### src/acuc_pkg.sv
// ============================================================================
// acuc_pkg: shared types and constants for the amoeba unit chaotic update
// Holds register indexes, reset values, the configuration bundle and the
// xorshift32 generator step used by the seed path.
// ============================================================================
`default_nettype none

package acuc_pkg;

    // Register indexes (paddr[3:2])
    localparam logic [1:0] REG_EPS_HIGH   = 2'd0;
    localparam logic [1:0] REG_EPS_LOW    = 2'd1;
    localparam logic [1:0] REG_CONN_LIMIT = 2'd2;
    localparam logic [1:0] REG_RNG_SEED   = 2'd3;

    // Operation codes
    localparam logic OP_STEP = 1'b0;
    localparam logic OP_SEED = 1'b1;

    // Reset values
    localparam logic [30:0] EPS_HIGH_RESET   = 31'd687194767;
    localparam logic [30:0] EPS_LOW_RESET    = 31'd515396076;
    localparam logic [11:0] CONN_LIMIT_RESET = 12'd20;
    localparam logic [31:0] RNG_SEED_RESET   = 32'd1;

    // Fixed points of the chaotic value
    localparam logic [31:0] HALF_POINT = 32'h4000_0000;
    localparam logic [31:0] ONE_POINT  = 32'h8000_0000;

    // Stored word: position over chaotic value
    localparam int UNIT_WORD_W = 34;

    typedef struct packed {
        logic [30:0] eps_high;
        logic [30:0] eps_low;
        logic [11:0] conn_limit;
    } t_cfg;

    // One xorshift32 step with shifts 13, 17, 5
    function automatic logic [31:0] xorshift32(input logic [31:0] s);
        logic [31:0] v;
        v = s;
        v = v ^ (v << 13);
        v = v ^ (v >> 17);
        v = v ^ (v << 5);
        return v;
    endfunction

    // A chaotic value of zero or one half is not usable
    function automatic logic chaos_invalid(input logic [31:0] z);
        return (z == 32'd0) || (z == HALF_POINT);
    endfunction

endpackage

`default_nettype wire

### src/acuc_update.sv
// ============================================================================
// acuc_update: per-unit update logic
// Tent map with feedback bit, growth bit against the connectivity-selected
// epsilon, saturating position move, and the seed selection with one draw.
// ============================================================================
`default_nettype none

module acuc_update (
    input  wire logic               i_operation,
    input  wire logic [31:0]        i_chaos,
    input  wire logic signed [1:0]  i_position,
    input  wire logic               i_bounceback,
    input  wire logic [11:0]        i_connectivity_count,
    input  wire acuc_pkg::t_cfg     i_cfg,
    input  wire logic [31:0]        i_draw_value,
    output      logic               o_need_draw,
    output      logic               o_redraw,
    output      logic [31:0]        o_chaos,
    output      logic signed [1:0]  o_position,
    output      logic               o_fluctuation
);

    logic        fb;
    logic [31:0] neg;
    logic [31:0] tent;
    logic [30:0] eps;
    logic [31:0] limit;
    logic        grow;

    // Tent map with wrap and feedback injection
    assign fb    = i_chaos[30] ^ i_chaos[20] ^ i_chaos[10];
    assign neg   = ~i_chaos + 32'd1;
    assign tent  = (i_chaos < acuc_pkg::HALF_POINT)
                 ? {i_chaos[30:0], fb}
                 : {neg[30:0], fb};

    // Growth bit against one minus epsilon
    assign eps   = (i_connectivity_count > i_cfg.conn_limit) ? i_cfg.eps_high
                                                             : i_cfg.eps_low;
    assign limit = acuc_pkg::ONE_POINT - {1'b0, eps};
    assign grow  = !i_bounceback && (tent < limit);

    // Seed draw control
    assign o_need_draw = (i_operation == acuc_pkg::OP_SEED)
                      && acuc_pkg::chaos_invalid(i_chaos);
    assign o_redraw    = o_need_draw && acuc_pkg::chaos_invalid(i_draw_value);

    // Select result
    always_comb begin
        o_chaos       = tent;
        o_position    = i_position;
        o_fluctuation = 1'b0;
        if (i_operation == acuc_pkg::OP_SEED) begin
            o_chaos    = o_need_draw ? i_draw_value : i_chaos;
            o_position = 2'sd0;
        end else begin
            o_fluctuation = grow;
            if (grow && (i_position != 2'sd1)) begin
                o_position = i_position + 2'sd1;
            end else if (!grow && (i_position != -2'sd1)) begin
                o_position = i_position - 2'sd1;
            end
        end
    end

endmodule

`default_nettype wire

### config.mk
export PLATFORM = sky130hd
export DESIGN_NAME = acuc_update
export DESIGN_NICKNAME = d
export VERILOG_FILES = /design/src/acuc_pkg.sv /design/src/acuc_update.sv
export SDC_FILE = /design/constraint.sdc
export NUM_CORES = 1
export LEC_CHECK = 0
export ABC_AREA = 1
export BUFFER_PORTS_ARGS = -buffer_cell sky130_fd_sc_hd__buf_2
export CAP_MARGIN = 25
export CORE_MARGIN = 3
export CORE_UTILIZATION = 43
export DETAILED_ROUTE_END_ITERATION = 8
export MAX_ROUTING_LAYER = met4
export PLACE_DENSITY = 0.77
export SLEW_MARGIN = 5
export SYNTH_ARGS = -nofsm -noshare
export SYNTH_HDL_FRONTEND = slang
export SYNTH_SLANG_ARGS = --single-unit
### constraint.sdc
create_clock -name vclk -period 7.05
set_clock_uncertainty 0.15 [all_clocks]
set_input_delay 1.0575 -clock vclk [all_inputs]
set_output_delay 1.0575 -clock vclk [all_outputs]
set_load 0.05 [all_outputs]
# Word level (Yosys, flattened, before mapping)
# Cells that the tools add are included.
# Widths: inputs -> output; s select.
[op_classes] addsub=4 mul=0 div_mod_pow=0 order_cmp=3 n_eq_ne=4 shifts=0 n_mux=8 bitwise_logic=3 n_reduce_logical=11
[ops] op="$mux 32" count=3
[ops] op="$eq 32x31->1 const B" count=2
[ops] op="$logic_not 32->1" count=2
[ops] op="$lt 32x31->1 const B" count=1
[ops] op="$lt 32x32->1" count=1
[ops] op="$sub 32x31->32 const A" count=1
[ops] op="$add 31x1->31 const B" count=1
[ops] op="$mux 31" count=1
[ops] op="$not 31->31" count=1
[ops] op="$gt 12x12->1" count=1
[ops] op="$mux 2" count=3
[ops] op="$logic_and 1x1->1" count=5
[ops] op="$add 2x2->2 const B" count=1
[ops] op="$logic_not 1->1" count=2
[ops] op="$logic_or 1x1->1" count=2
[ops] op="$ne 2x1->1 const B" count=1
[ops] op="$ne 2x2->1 const B" count=1
[ops] op="$sub 2x2->2 const B" count=1
[ops] op="$xor 1x1->1" count=2
[ops] op="$mux 1" count=1
[word_totals] register_bits=0 latchBits=0 ram_bits=0 rom_bits=0 out_inout_bits=37 elab_cells=33 memories=0

# Depth between registers and ports, before layout
[depth] depth_word=10 mapped_depth=36 depth_no_buf=35

# Worst setup path after synthesis
# OpenSTA, ideal clock, no wires.
[synth_path] path_type="input to output" from="in i_cfg[11] in the netlist's numbering" to="out o_position[0]" arrival_time_ns=5.269 required_time_ns=5.843 setup_slack_ns=0.573 path_stages=31 n_path_buf=1 path_cell_list="inv_1 > ha_1 > a21o_1 > nor2_2 > nand3_4 > nand2_4 > buf_12 > nand2_1 > and2_4 > inv_1 > ha_1 > nand2_1 > nor2_4 > nand3_2 > nor2_4 > nand2_2 > nor2_4 > nand2_2 > nor2_4 > nand2_1 > xor2_1 > ha_1 > a21oi_1 > nor2_1 > a211oi_1 > a21oi_1 > nor4_1 > nand3_1 > nand3_1 > nand2_1 > nor2_1"
[synth_between] elab_chain_len=10 word_cells_on_any_way=11 cone_classes="add/sub: 1; order compare: 2; mux: 4; reduce/logical: 4"
[synth_lines] element="from (decl)" line="acuc_update.sv:14" source="input wire acuc_pkg::t_cfg i_cfg,"
[synth_lines] element="$gt 12x12->1 (*)" line="acuc_update.sv:38" source="assign eps = (i_connectivity_count > i_cfg.conn_limit) ? i_cfg.eps_high"
[synth_lines] element="$mux 31 (*)" line="acuc_update.sv:38"
[synth_lines] element="$sub 32x31->32 (*)" line="acuc_update.sv:40" source="assign limit = acuc_pkg::ONE_POINT - {1'b0, eps};"
[synth_lines] element="$lt 32x32->1 (*)" line="acuc_update.sv:41" source="assign grow = !i_bounceback && (tent < limit);"
[synth_lines] element="$logic_and 1x1->1 (*)" line="acuc_update.sv:41"
[synth_lines] element="$logic_not 1->1" line="acuc_update.sv:60" source="end else if (!grow && (i_position != -2'sd1)) begin"
[synth_lines] element="$logic_and 1x1->1" line="acuc_update.sv:60"
[synth_lines] element="$mux 2" line="acuc_update.sv:60"
[synth_lines] element="$mux 2 (*)" line="acuc_update.sv:58" source="if (grow && (i_position != 2'sd1)) begin"
[synth_lines] element="$mux 2 (*)" line="acuc_update.sv:53" source="if (i_operation == acuc_pkg::OP_SEED) begin"
[synth_lines] element="to (decl)" line="acuc_update.sv:19" source="output logic signed [1:0] o_position,"
# Every way passes the cells marked *; elsewhere a longest branch is shown, timed or not.

# Worst setup path after layout
[layout_path] from="in i_connectivity_count[11]" to="out o_position[0]"
[layout_between] elab_chain_len=10 word_cells_on_any_way=11 cone_classes="add/sub: 1; order compare: 2; mux: 4; reduce/logical: 4"
[layout_lines] element="from (decl)" line="acuc_update.sv:13" source="input wire logic [11:0] i_connectivity_count,"
[layout_lines] element="$gt 12x12->1 (*)" line="acuc_update.sv:38"
[layout_lines] element="$mux 31 (*)" line="acuc_update.sv:38"
[layout_lines] element="$sub 32x31->32 (*)" line="acuc_update.sv:40"
[layout_lines] element="$lt 32x32->1 (*)" line="acuc_update.sv:41"
[layout_lines] element="$logic_and 1x1->1 (*)" line="acuc_update.sv:41"
[layout_lines] element="$logic_not 1->1" line="acuc_update.sv:60"
[layout_lines] element="$logic_and 1x1->1" line="acuc_update.sv:60"
[layout_lines] element="$mux 2" line="acuc_update.sv:60"
[layout_lines] element="$mux 2 (*)" line="acuc_update.sv:58"
[layout_lines] element="$mux 2 (*)" line="acuc_update.sv:53"
# Marked as above.

==> metrics.md <==
| Metric | Value |
|---|---|
| Status | complete, no violations |
| Iteration-0 DRC Markers | 229 |
| Maximum frequency from static timing analysis | 152 MHz |
| Overall via count from detail_route | 4,778 |
| Worst stage delay on the critical path | 0.40 ns |
| Number of diodes added for antenna fixing | 0 |
| Synthesis-to-finish area growth | 27.7% |
| Kind of critical path | in2out |
| Worst-case setup slack after placement | 0.242 ns |
| Peak supply drop | 0.0000353 V |
| Final HPWL from detailed placement | 10,700 um |
| GRT Overall Usage | 22.8% |
| Worst-path fanout max | 11 |
| Critical path's slowest cell | sky130_fd_sc_hd__nor4_2 |
| Final setup margin | 0.458 ns |
| Relative max-transition margin | 39.4% |
| Die Span Y | 101 um |
| Average instance area after synthesis | 5.87 um2 |
| Area taken by flip-flops and latches | 0 um2 |
| Global-route wire length before repair | 19,100 um |
| Top Ports | 191 |
| Placer Congestion | 0.965 |
| Crit start category | primary input |
| Yosys warns | 0 |
| Routed Antenna Nets | 0 |
| Time the final worst path needs with I/O delays and setup | 6.59 ns |
| CP endpoint kind | primary output |
| Share of the clock period used by the worst path after layout | 93.5% |
| Sequential area share after synthesis | 0% |
| Req. time, crit path | 5.84 ns |
| Crit path arrival time | 5.38 ns |
| Routed vias/inst | 5.01 |
| Unrepaired setup endpoints after global routing | false |
| Vias in the first global route | 4,275 |
| Number of nets at the end of the flow | 1,048 |
| Number of hold violations in the final report | 0 |
| First-pass DRT Iterations | 5 |
| Hold buffer count at cts | 0 |
| Power per cell area | 91.0 nW/um2 |
| Largest net degree at the start of global routing | 36 |
| Setup-failing EPs final | 0 |
| Post-route setup TNS | 0 ns |
| Type of the most critical hold path | in2out |
| Core region area | 8720 um2 |
| Cell type with the largest total area after synthesis | sky130_fd_sc_hd__nand2_1 |
| Number of buffer cells added on primary ports | 191 |
| Area of the die | 10,200 um2 |
| Initial core utilization | 44.5% |
| Commonest non-fill, non-tap cell in the layout | sky130_fd_sc_hd__buf_2 |
| Hold Path Depth | 5 |
| Total grt overflow | 0 |
| Final routed wirelength across all metal layers | 12,100 um |
| Final hold slack | 2.39 ns |
| Cell types occupying the most area after synthesis | sky130_fd_sc_hd__nand2_1, sky130_fd_sc_hd__ha_1, sky130_fd_sc_hd__xor2_1 |
| Syn nets | 862 |
| Multi-input logic area | 3400 um2 |
| Final routed wire length divided by cell count | 12.7 um |
| Number of antenna violations at the first check in global routing | 0 |
| Most frequent cell on the critical path | sky130_fd_sc_hd__nand2_1 |
| Residual DRC | 0 |
| Cell leakage power | 2.82 nW |
| Synth Cell Area | 3880 um2 |
| Count of standard-cell rows | 34 |
| Max Transition Viols Final | 0 |
| Count of different cell masters after synthesis | 51 |
| Pin slew with the least headroom to its limit | 0.886 ns |
| Layout filler cell count | 900 |
| Top library cells by usage in the layout, fill and taps aside | sky130_fd_sc_hd__buf_2, sky130_fd_sc_hd__nand2_1, sky130_fd_sc_hd__inv_1 |
| Total power draw | 0.451 mW |
| Clock buffer instance count of the final layout | 0 |
| Fraction of synthesized cell area taken by the top area cell type | 15.5% |
| Synthesized instance count | 661 |
| Max-capacitance violation count | 0 |
| Die extent in x | 101 um |
| Share of layout cells above drive strength 1 | 30.4% |
| Layout sequential cell count | 0 |
-- power breakdown --
part | internal [mW] | switching [mW]
combinational | 0.164 | 0.287
sequential | 0 | 0
clock | 0 | 0
total | 0.164 | 0.287
-- cells in the mapped netlist, drive strengths merged, types with 11 or more instances --
cell   instances
nand2        169
inv           98
nor2          83
ha            47
xor2          42
nand3         40
o21ai         39
a21oi         21
nand4         16
xnor2         14
a31oi         11
nor4          11
-- kinds of logic (layout without fill, tap and decap cells) --
family / count (synthesis) / count (layout) / share of synthesized area (%)
AO/OA/AOI/OAI: 93 / 93 / 15.3
XOR/XNOR: 56 / 56 / 12.6
adder cells (fa/ha/maj): 47 / 47 / 15.2
buffers and inverters: 117 / 301 / 12.8
multiplexers: 7 / 7 / 2.45
AND/OR/NAND/NOR: 341 / 341 / 41.6
-- stage by stage --
stage / utilization (%) / instance area (um2) / cells
after floorplan: - / 3880 / 661
after global placement: 56.0 / 4880 / 947
after detailed placement: 56.0 / 4880 / 947
after CTS: 56.0 / 4880 / 947
after global routing: 56.8 / 4950 / 953
final: 56.8 / 4950 / 953
-- layer usage --
layer	GRT usage, %	part of all wire [%]	vias to the layer above
li1	-	-	2536
met1	30.8	44	2010
met2	37.1	44	205
met3	1.87	9.0	27
met4	5.42	2.6	0
met5	-	0	-
-- worst paths after layout --
check                                start             to  slack (ns)
setup / recovery  i_connectivity_count[11]  o_position[0]        0.46
hold / removal             i_draw_value[8]       o_redraw        2.39
-- final cells by class --
class	instances	share of cell area (%)
well taps	108	2.73
repair buffers	202	21.1
multi-input cells	544	68.7
inverters	99	7.50
-- timing repair --
action                     4_1_cts  5_1_grt
gates resized for setup          0        5
setup endpoints to repair        0        3
buffers inserted                 0        6
-- worst max-delay path: cells and delay by family --
| kind | cells | cell delay (ns) |
|---|---|---|
| xor+xnor | 1 | 0.14 |
| fa+ha+maj | 3 | 0.68 |
| compound gates | 3 | 0.37 |
| simple gates | 22 | 2.65 |
| buf+inv | 5 | 0.48 |
Power figures use the tool's default switching activity.
